--- src/rtl/fdp_pkg.sv ---
// ----------------------------------------------------------------------------
// fdp_pkg
// Types, widths and helpers shared by the FP8 ReLU dot product core.
// ----------------------------------------------------------------------------
package fdp_pkg;

  localparam int FP8_W      = 8;
  localparam int MAG_W      = 4;
  localparam int EXP_W      = 4;
  localparam int MANT_W     = 3;
  localparam int SHIFT_W    = 5;
  localparam int PROD_W     = 36;
  localparam int ACC_W      = 44;
  localparam int SCALE_W    = 24;
  localparam int SCALE_LO_W = 12;
  localparam int SCALE_HI_W = SCALE_W - SCALE_LO_W;
  localparam int PART_W     = ACC_W + SCALE_LO_W;
  localparam int FULL_W     = ACC_W + SCALE_W;
  localparam int FRAC_W     = 16;
  localparam int SCORE_W    = 52;

  localparam int FIFO_DEPTH = 4;
  localparam int FIFO_AW    = $clog2(FIFO_DEPTH);
  localparam int FIFO_CW    = $clog2(FIFO_DEPTH + 1);

  localparam logic [SCALE_W-1:0] SCALE_RESET = SCALE_W'(65536);
  localparam logic [EXP_W-1:0]   EXP_SUBNORM = EXP_W'(1);
  localparam logic [SHIFT_W-1:0] EXP_OFFSET  = SHIFT_W'(2);

  typedef struct packed {
    logic             neg;
    logic [EXP_W-1:0] ex;
    logic [MAG_W-1:0] mag;
  } fp8_dec_t;

  typedef struct packed {
    logic [PROD_W-1:0] prod;
    logic              last;
  } fdp_elem_t;

  typedef enum logic [3:0] {
    ST_ACC = 4'b0001,
    ST_MUL = 4'b0010,
    ST_ADD = 4'b0100,
    ST_OUT = 4'b1000
  } fdp_state_t;

  function automatic fp8_dec_t fp8_decode(input logic [FP8_W-1:0] b);
    fp8_dec_t d;
    d.neg = b[FP8_W-1];
    if (b[FP8_W-2:MANT_W] == '0) begin
      d.ex  = EXP_SUBNORM;
      d.mag = {1'b0, b[MANT_W-1:0]};
    end else begin
      d.ex  = b[FP8_W-2:MANT_W];
      d.mag = {1'b1, b[MANT_W-1:0]};
    end
    return d;
  endfunction

endpackage

--- src/rtl/fdp_in_if.sv ---
// ----------------------------------------------------------------------------
// fdp_in_if
// Element channel: one q/k byte pair and the last-element flag per transfer.
// ----------------------------------------------------------------------------
interface fdp_in_if import fdp_pkg::*; ();
  logic             valid;
  logic             ready;
  logic [FP8_W-1:0] q_byte;
  logic [FP8_W-1:0] k_byte;
  logic             last_element;

  modport source (output valid, q_byte, k_byte, last_element, input ready);
  modport sink   (input valid, q_byte, k_byte, last_element, output ready);
endinterface

--- src/rtl/fdp_out_if.sv ---
// ----------------------------------------------------------------------------
// fdp_out_if
// Score channel: one scaled ReLU dot product per transfer.
// ----------------------------------------------------------------------------
interface fdp_out_if import fdp_pkg::*; ();
  logic               valid;
  logic               ready;
  logic [SCORE_W-1:0] score;

  modport source (output valid, score, input ready);
  modport sink   (input valid, score, output ready);
endinterface

--- src/rtl/fdp_front.sv ---
// ----------------------------------------------------------------------------
// fdp_front
// Decodes both FP8 E4M3 bytes, forms the exact product and clamps negatives.
// ----------------------------------------------------------------------------
module fdp_front import fdp_pkg::*; (
  fdp_in_if.sink    in_ch,
  input  logic      full,
  output logic      push,
  output fdp_elem_t push_data
);

  fp8_dec_t               dq;
  fp8_dec_t               dk;
  logic [2*MAG_W-1:0]     mm;
  logic [SHIFT_W-1:0]     sh;

  assign dq = fp8_decode(in_ch.q_byte);
  assign dk = fp8_decode(in_ch.k_byte);
  assign mm = dq.mag * dk.mag;
  assign sh = SHIFT_W'(dq.ex) + SHIFT_W'(dk.ex) - EXP_OFFSET;

  assign in_ch.ready = !full;
  assign push        = in_ch.valid && !full;

  always_comb begin
    push_data.last = in_ch.last_element;
    if (dq.neg ^ dk.neg) begin
      push_data.prod = '0;
    end else begin
      push_data.prod = PROD_W'(mm) << sh;
    end
  end

endmodule

--- src/rtl/fdp_fifo.sv ---
// ----------------------------------------------------------------------------
// fdp_fifo
// Short element queue between the decode front and the accumulate back.
// ----------------------------------------------------------------------------
module fdp_fifo import fdp_pkg::*; (
  input  logic      clk,
  input  logic      rst,
  input  logic      push,
  input  fdp_elem_t push_data,
  output logic      full,
  input  logic      pop,
  output fdp_elem_t pop_data,
  output logic      not_empty
);

  fdp_elem_t            mem [FIFO_DEPTH];
  logic [FIFO_AW-1:0]   wr_ptr;
  logic [FIFO_AW-1:0]   rd_ptr;
  logic [FIFO_CW-1:0]   count;

  assign full      = (count == FIFO_CW'(FIFO_DEPTH));
  assign not_empty = (count != '0);
  assign pop_data  = mem[rd_ptr];

  always_ff @(posedge clk) begin
    if (push) begin
      mem[wr_ptr] <= push_data;
    end
  end

  always_ff @(posedge clk) begin
    if (rst) begin
      wr_ptr <= '0;
      rd_ptr <= '0;
      count  <= '0;
    end else begin
      if (push) begin
        wr_ptr <= wr_ptr + 1'b1;
      end
      if (pop) begin
        rd_ptr <= rd_ptr + 1'b1;
      end
      case ({push, pop})
        2'b10:   count <= count + 1'b1;
        2'b01:   count <= count - 1'b1;
        default: count <= count;
      endcase
    end
  end

  a_no_overflow: assert property (@(posedge clk) disable iff (rst) !(push && full))
    else $error("fdp_fifo: push while full");
  a_no_underflow: assert property (@(posedge clk) disable iff (rst) pop |-> not_empty)
    else $error("fdp_fifo: pop while empty");

endmodule

--- src/rtl/fdp_back.sv ---
// ----------------------------------------------------------------------------
// fdp_back
// Saturating accumulator, two-part scale multiply and the score register.
// ----------------------------------------------------------------------------
module fdp_back import fdp_pkg::*; (
  input  logic               clk,
  input  logic               rst,
  input  logic               cfg_wen,
  input  logic [SCALE_W-1:0] cfg_wdata,
  input  fdp_elem_t          pop_data,
  input  logic               not_empty,
  output logic               pop,
  fdp_out_if.source          out_ch
);

  fdp_state_t            state;
  fdp_state_t            state_next;
  logic [SCALE_W-1:0]    score_scale;
  logic [ACC_W-1:0]      acc;
  logic [ACC_W-1:0]      acc_sum;
  logic [ACC_W:0]        acc_wide;
  logic [ACC_W-1:0]      opnd;
  logic [PART_W-1:0]     part_hi;
  logic [PART_W-1:0]     part_lo;
  logic [FULL_W-1:0]     full_prod;
  logic                  out_valid;
  logic [SCORE_W-1:0]    score;

  assign pop      = (state == ST_ACC) && not_empty;
  assign acc_wide = {1'b0, acc} + (ACC_W + 1)'(pop_data.prod);
  assign acc_sum  = acc_wide[ACC_W] ? '1 : acc_wide[ACC_W-1:0];
  assign full_prod = {part_hi, {SCALE_LO_W{1'b0}}} + FULL_W'(part_lo);

  assign out_ch.valid = out_valid;
  assign out_ch.score = score;

  always_comb begin
    state_next = state;
    case (state)
      ST_ACC: if (pop && pop_data.last) state_next = ST_MUL;
      ST_MUL: state_next = ST_ADD;
      ST_ADD: state_next = ST_OUT;
      ST_OUT: if (out_ch.ready) state_next = ST_ACC;
      default: state_next = ST_ACC;
    endcase
  end

  always_ff @(posedge clk) begin
    if (rst) begin
      state       <= ST_ACC;
      score_scale <= SCALE_RESET;
      acc         <= '0;
      out_valid   <= 1'b0;
    end else begin
      state <= state_next;
      if (cfg_wen) begin
        score_scale <= cfg_wdata;
      end
      if (pop) begin
        acc <= pop_data.last ? '0 : acc_sum;
      end
      if (state == ST_ADD) begin
        out_valid <= 1'b1;
      end else if (state == ST_OUT && out_ch.ready) begin
        out_valid <= 1'b0;
      end
    end
  end

  always_ff @(posedge clk) begin
    if (pop && pop_data.last) begin
      opnd <= acc_sum;
    end
    if (state == ST_MUL) begin
      part_hi <= opnd * score_scale[SCALE_W-1:SCALE_LO_W];
      part_lo <= opnd * score_scale[SCALE_LO_W-1:0];
    end
    if (state == ST_ADD) begin
      score <= full_prod[FULL_W-1:FRAC_W];
    end
  end

  a_last_clears: assert property (@(posedge clk) disable iff (rst)
      pop && pop_data.last |=> state == ST_MUL && acc == '0)
    else $error("fdp_back: last element did not clear the accumulator");
  a_mul_then_add: assert property (@(posedge clk) disable iff (rst)
      state == ST_MUL |=> state == ST_ADD && !out_valid)
    else $error("fdp_back: multiply step not followed by add step");
  a_valid_in_out: assert property (@(posedge clk) disable iff (rst)
      out_valid |-> state == ST_OUT && !pop)
    else $error("fdp_back: score presented outside output state");

endmodule

--- src/rtl/fp8_relu_dot_product_core.sv ---
// ----------------------------------------------------------------------------
// fp8_relu_dot_product_core
// FP8 E4M3 ReLU dot product with Q8.16 output scaling.
// ----------------------------------------------------------------------------
// Usage:
//   in_ch  : one q/k FP8 E4M3 pair per transfer; last_element closes a vector.
//   out_ch : one 52-bit score (LSB 2^-18) per vector, after its last element.
//   cfg_wen/cfg_wdata : writes score_scale (Q8.16); write only while idle.
// Timing:
//   A transfer is decoded and multiplied in its own cycle and queued in a
//   four-entry queue; the accumulator takes one element per cycle while in
//   its accumulate state, and takes none from a vector's last element until
//   that vector's score transfer. After the last element is taken, the score
//   is formed in registered steps: the accumulate, the two 44x12 partial products, then the add.
//   The accumulator is held through these steps and until the score transfer,
//   during which the queue keeps taking elements until it fills.
// Reset: clears the queue, the accumulator and the output; scale = 1.0.
// A stalled out_ch holds the score and back-pressures in_ch once full.
// ----------------------------------------------------------------------------
module fp8_relu_dot_product_core import fdp_pkg::*; (
  input  logic               clk,
  input  logic               rst,
  fdp_in_if.sink             in_ch,
  fdp_out_if.source          out_ch,
  input  logic               cfg_wen,
  input  logic [SCALE_W-1:0] cfg_wdata
);

  logic      full;
  logic      push;
  fdp_elem_t push_data;
  logic      pop;
  fdp_elem_t pop_data;
  logic      not_empty;

  fdp_front u_front (
    .in_ch     (in_ch),
    .full      (full),
    .push      (push),
    .push_data (push_data)
  );

  fdp_fifo u_fifo (
    .clk       (clk),
    .rst       (rst),
    .push      (push),
    .push_data (push_data),
    .full      (full),
    .pop       (pop),
    .pop_data  (pop_data),
    .not_empty (not_empty)
  );

  fdp_back u_back (
    .clk       (clk),
    .rst       (rst),
    .cfg_wen   (cfg_wen),
    .cfg_wdata (cfg_wdata),
    .pop_data  (pop_data),
    .not_empty (not_empty),
    .pop       (pop),
    .out_ch    (out_ch)
  );

endmodule

--- src/flat_wrapper.sv ---
// flat-port wrapper written by rule: the top's interface ports become plain ports
module fp8_relu_dot_product_core_flat import fdp_pkg::*;
  (clk, rst, cfg_wen, cfg_wdata, in_ch_valid, in_ch_q_byte, in_ch_k_byte, in_ch_last_element, in_ch_ready, out_ch_valid, out_ch_score, out_ch_ready);
  fdp_in_if in_ch_i ();
  fdp_out_if out_ch_i ();
  input  logic clk;
  input  logic rst;
  input  logic cfg_wen;
  input  logic [SCALE_W-1:0] cfg_wdata;
  input wire logic [$bits(in_ch_i.valid)-1:0] in_ch_valid;
  input wire logic [$bits(in_ch_i.q_byte)-1:0] in_ch_q_byte;
  input wire logic [$bits(in_ch_i.k_byte)-1:0] in_ch_k_byte;
  input wire logic [$bits(in_ch_i.last_element)-1:0] in_ch_last_element;
  output wire logic [$bits(in_ch_i.ready)-1:0] in_ch_ready;
  output wire logic [$bits(out_ch_i.valid)-1:0] out_ch_valid;
  output wire logic [$bits(out_ch_i.score)-1:0] out_ch_score;
  input wire logic [$bits(out_ch_i.ready)-1:0] out_ch_ready;
  assign in_ch_i.valid = in_ch_valid;
  assign in_ch_i.q_byte = in_ch_q_byte;
  assign in_ch_i.k_byte = in_ch_k_byte;
  assign in_ch_i.last_element = in_ch_last_element;
  assign in_ch_ready = in_ch_i.ready;
  assign out_ch_valid = out_ch_i.valid;
  assign out_ch_score = out_ch_i.score;
  assign out_ch_i.ready = out_ch_ready;
  fp8_relu_dot_product_core u_core (.clk(clk), .rst(rst), .in_ch(in_ch_i), .out_ch(out_ch_i), .cfg_wen(cfg_wen), .cfg_wdata(cfg_wdata));
endmodule
--- config.mk ---
export PLATFORM = sky130hd
export DESIGN_NAME = fp8_relu_dot_product_core_flat
export DESIGN_NICKNAME = d
export VERILOG_FILES = /design/src/rtl/fdp_pkg.sv /design/src/rtl/fdp_in_if.sv /design/src/rtl/fdp_out_if.sv /design/src/rtl/fdp_front.sv /design/src/rtl/fdp_fifo.sv /design/src/rtl/fdp_back.sv /design/src/rtl/fp8_relu_dot_product_core.sv /design/src/flat_wrapper.sv
export SDC_FILE = /design/constraint.sdc
export NUM_CORES = 2
export LEC_CHECK = 0
export BUFFER_PORTS_ARGS = -buffer_cell sky130_fd_sc_hd__buf_2
export CORE_ASPECT_RATIO = 1.5
export CORE_UTILIZATION = 50
export CTS_BUF_LIST = sky130_fd_sc_hd__clkbuf_8 sky130_fd_sc_hd__clkbuf_16
export CTS_CLUSTER_SIZE = 40
export DETAILED_ROUTE_END_ITERATION = 8
export PLACE_DENSITY = 0.73
export SKIP_CTS_REPAIR_TIMING = 1
export SLEW_MARGIN = 10
export SYNTH_ARGS = -nofsm -noshare
export SYNTH_HDL_FRONTEND = slang
export SYNTH_SLANG_ARGS = --single-unit
--- constraint.sdc ---
create_clock -name clk -period 22.3 [get_ports clk]
set_input_delay 6.69 -clock clk [delete_from_list [all_inputs] [get_ports clk]]
set_output_delay 6.69 -clock clk [all_outputs]
set_load 0.1 [all_outputs]
==> load_flow_metrics.sql <==
INSERT INTO impl_metrics (metric_group, metric, value, unit) VALUES
('detailed_routing', 'route.final.wire_length', '128000', 'µm'),
('yosys', 'synthesis.area', '52200', 'µm²'),
('grt', 'grt_overflow_total', '0', ''),
('timing', 'timing.clock.skew', '0.0608', 'ns'),
('grt', 'grt_pass1_wl', '208000', 'µm'),
('outcome', 'outcome', 'complete, no violations', ''),
('setup_path', 'timing.critical_path.fanout_max', '5', ''),
('timing', 'slew_headroom', '15.8', '%'),
('clock_tree', 'tritoncts.num_buffers', '44', ''),
('timing', 'setup_violations', '0', ''),
('floorplanning', 'std_cell_rows', '144', ''),
('layout', 'nNetsFinal', '6551', ''),
('placement', 'dp.final_hpwl', '97400', 'µm'),
('layout', 'syn_to_final_growth', '6.27', '%'),
('floorplanning', 'die_y', '398', 'µm'),
('grt', 'globalRouteTotalUtil', '25.0', '%'),
('yosys', 'ffs_latches_synth', '426', ''),
('timing', 'portion_of_the_clock_cycle_consumed_by_the_worst_path_in_the_final_layout', '47.1', '%'),
('setup_path', 'worstSetupEndpointType', 'flip-flop', ''),
('yosys', 'number_of_warning_messages_in_the_yosys_log', '0', ''),
('placement', 'place.gp.congestion', '0.922', ''),
('setup_path', 'path_class', 'in2reg', ''),
('yosys', 'yosysMostFrequentCell', 'inv_1', ''),
('yosys', 'library_cell_occupying_the_most_area_in_the_post_synthesis_netlist', 'fa_1', ''),
('yosys', 'synth_seq_area_share', '22.9', '%'),
('yosys', 'synth-async-reset-ratio', '0', '%'),
('placement', 'port_buffers', '99', ''),
('run', 'drv.max_cap_violation_count', '0', ''),
('detailed_routing', 'firstDrtPassIters', '6', ''),
('timing', 'worst-slew-pin-transition', '1.26', 'ns'),
('detailed_routing', 'drt_drc_violations_left', '0', ''),
('layout', 'num-fill-cells', '9188', ''),
('worst_hold_path', 'min_path_type', 'reg2reg', ''),
('timing', 'rsz0062_at_grt', 'no', ''),
('timing', 'final-hold-violation-count', '0', ''),
('setup_path', 'worst_setup_path_start_kind', 'input port', ''),
('grt', 'initial_antenna_violation_count', '0', ''),
('clock_tree', 'htreeDepth', '2', ''),
('detailed_routing', 'first_iter_violations', '2311', ''),
('yosys', 'postSynth.topFlopCell', 'edfxtp_1', ''),
('clock_tree', 'cts_max_path_buffers', '3', ''),
('floorplanning', 'floorplan.initialDensity', '50.7', '%'),
('yosys', 'post_synth_inst_count', '5447', ''),
('timing', 'max_freq', '95.2', 'MHz'),
('floorplanning', 'design.die.area', '106000', 'µm²'),
('timing', 'post-route-min-period', '10.50', 'ns'),
('floorplanning', 'area_of_the_core', '103000', 'µm²'),
('yosys', 'synth_top_area_share', '32.4', '%'),
('clock_tree', 'cts_tree', 'built', ''),
('grt', 'first_global_vias', '41000', ''),
('floorplanning', 'chipWidth', '266', 'µm'),
('yosys', 'synth_nets', '6626', ''),
('layout', 'antennaDiodeCount', '0', ''),
('timing', 'hold_slack', '0.488', 'ns'),
('clock_tree', 'insertion_delay', '0.65', 'ns'),
('yosys', 'count_of_different_cell_masters_after_synthesis', '87', ''),
('clock_tree', 'clkTransAtPathRegs', '0.07', 'ns'),
('clock_tree', 'clock_tree.root_cell', 'clkbuf_16', ''),
('detailed_routing', 'vias_per_cell', '5.54', ''),
('yosys', 'ys_top_cells_by_count', 'inv_1 (989), nand2_1 (916), fa_1 (846)', ''),
('yosys', 'synth_edf_count', '344', ''),
('setup_path', 'critical_path_arrival', '10.95', 'ns'),
('yosys', 'syn-mean-instance-area', '9.59', 'µm²'),
('grt', 'grt_max_degree', '63', ''),
('detailed_routing', 'drt-wirelength-per-cell', '18.8', 'µm'),
('floorplanning', 'io_pins', '100', ''),
('detailed_routing', 'antenna_left', '0', ''),
('clock_tree', 'tritoncts_num_sinks', '426', ''),
('timing', 'final.setup.tns', '0', 'ns'),
('setup_path', 'crit_required', '22.74', 'ns'),
('layout', 'share_of_post_route_cells_with_drive_strength_above_1', '5.99', '%'),
('detailed_routing', 'total_via_count_after_detailed_routing', '37700', ''),
('timing', 'maxSlewViolCount', '0', ''),
('yosys', 'netlist_top_cells_area', 'fa_1 (32%), edfxtp_1 (20%), inv_1 (7.1%)', '');
## routing by layer
metal	up-vias	global-route usage [%]	wire, µm
met4	0	10.1	5150
met1	19100	28.0	47200
met5	-	0	0
met2	1296	47.0	68100
met3	339	3.46	7520
li1	17000	-	-
## worst max-delay path, stage by stage
cell and delay [ns]:
buf_2 0.10, or4_1 0.62, nand2_1 0.13, fa_1 0.44, fa_1 0.54, inv_1 0.05
ha_1 0.27, a21o_1 0.16, a21oi_1 0.24, o21bai_1 0.10, a21oi_1 0.18, xnor2_1 0.23
a21oi_1 0.12, a21oi_1 0.27, mux2i_1 0.22, mux2_2 0.35, nor2_1 0.23
## sequential cells by signal (all words and copies together), names as in the netlist, named ones only
signal                      cells
u_core.u_fifo.mem             148
u_core.u_back.part_lo          44
u_core.u_fifo.count             3
u_core.u_back.score_scale      24
u_core.u_back.out_ch.valid      1
u_core.u_fifo.rd_ptr            2
u_core.u_back.opnd             44
u_core.u_back.out_ch.score     52
u_core.u_fifo.wr_ptr            2
u_core.u_back.state             4
u_core.u_back.part_hi          56
u_core.u_back.acc              44
## metrics by stage
stage	cells	util, %	instance area (µm²)	setup slack, ns
6_report	6794	53.9	55500	11.80
5_1_grt	6794	53.9	55500	11.50
3_3_place_gp	6713	52.3	53900	11.11
3_5_place_dp	6713	52.3	53900	11.13
2_1_floorplan	5447	-	52200	10.55
4_1_cts	6794	53.9	55500	11.78
## cells in the final DEF (no fill, tap or decap), types with 32 or more instances in the layout
| cell | count |
|---|---|
| o21ai_0 | 121 |
| buf_2 | 99 |
| mux4_2 | 37 |
| inv_1 | 993 |
| a21oi_1 | 212 |
| nand3_1 | 57 |
| nor3_1 | 46 |
| buf_4 | 62 |
| clkbuf_16 | 45 |
| fa_1 | 846 |
| nor2_1 | 176 |
| mux2i_1 | 35 |
| xnor2_1 | 123 |
| and3_1 | 38 |
| ha_1 | 287 |
| a21o_1 | 90 |
| dfxtp_1 | 78 |
| nand2_1 | 916 |
| and2_1 | 301 |
| edfxtp_1 | 344 |
| a31oi_1 | 32 |
| xor2_1 | 68 |
## logic make-up after synthesis
| logic type | Yosys count | share of synthesized area [%] |
|---|---|---|
| muxes | 78 | 2.40 |
| AOI/OAI and AO/OA | 657 | 8.07 |
| buffers and inverters | 1272 | 9.20 |
| and+or+nand+nor | 1690 | 14.9 |
| DFF | 426 | 22.9 |
| adders and majority gates | 1133 | 39.3 |
| xor gates and xnor gates | 191 | 3.20 |
## final timing paths
| check | from | to | slack [ns] | cells past startpoint |
|---|---|---|---|---|
| min | u_core.u_back.acc[20]$_SDFFE_PP0P_ | u_core.u_back.acc[20]$_SDFFE_PP0P_ | 0.49 | 1 |
| max | in_ch_k_byte[3] | u_core.u_fifo.mem[2][9]$_DFFE_PP_ | 11.80 | 17 |
| max reg2reg | u_core.u_back.opnd[6]$_DFFE_PP_ | u_core.u_back.part_hi[41]$_DFFE_PP_ | 14.75 | 20 |
| min reg2reg | u_core.u_back.acc[20]$_SDFFE_PP0P_ | u_core.u_back.acc[20]$_SDFFE_PP0P_ | 0.49 | 1 |
## area by class of cell
type                            instances  area [µm²]  area share, %
Tap cell                             1387        1740           3.13
Inverter                              990        3720           6.70
Sequential cell                       426       12000           21.6
Timing Repair Buffer                  161         961           1.73
Clock buffer                           45        1130           2.03
Clock inverter                         36         513          0.924
Multi-Input combinational cell       3749       35500           63.9
Power is not shown: default switching activity piles up to over one toggle a cycle in this logic, so the estimate is an artifact.
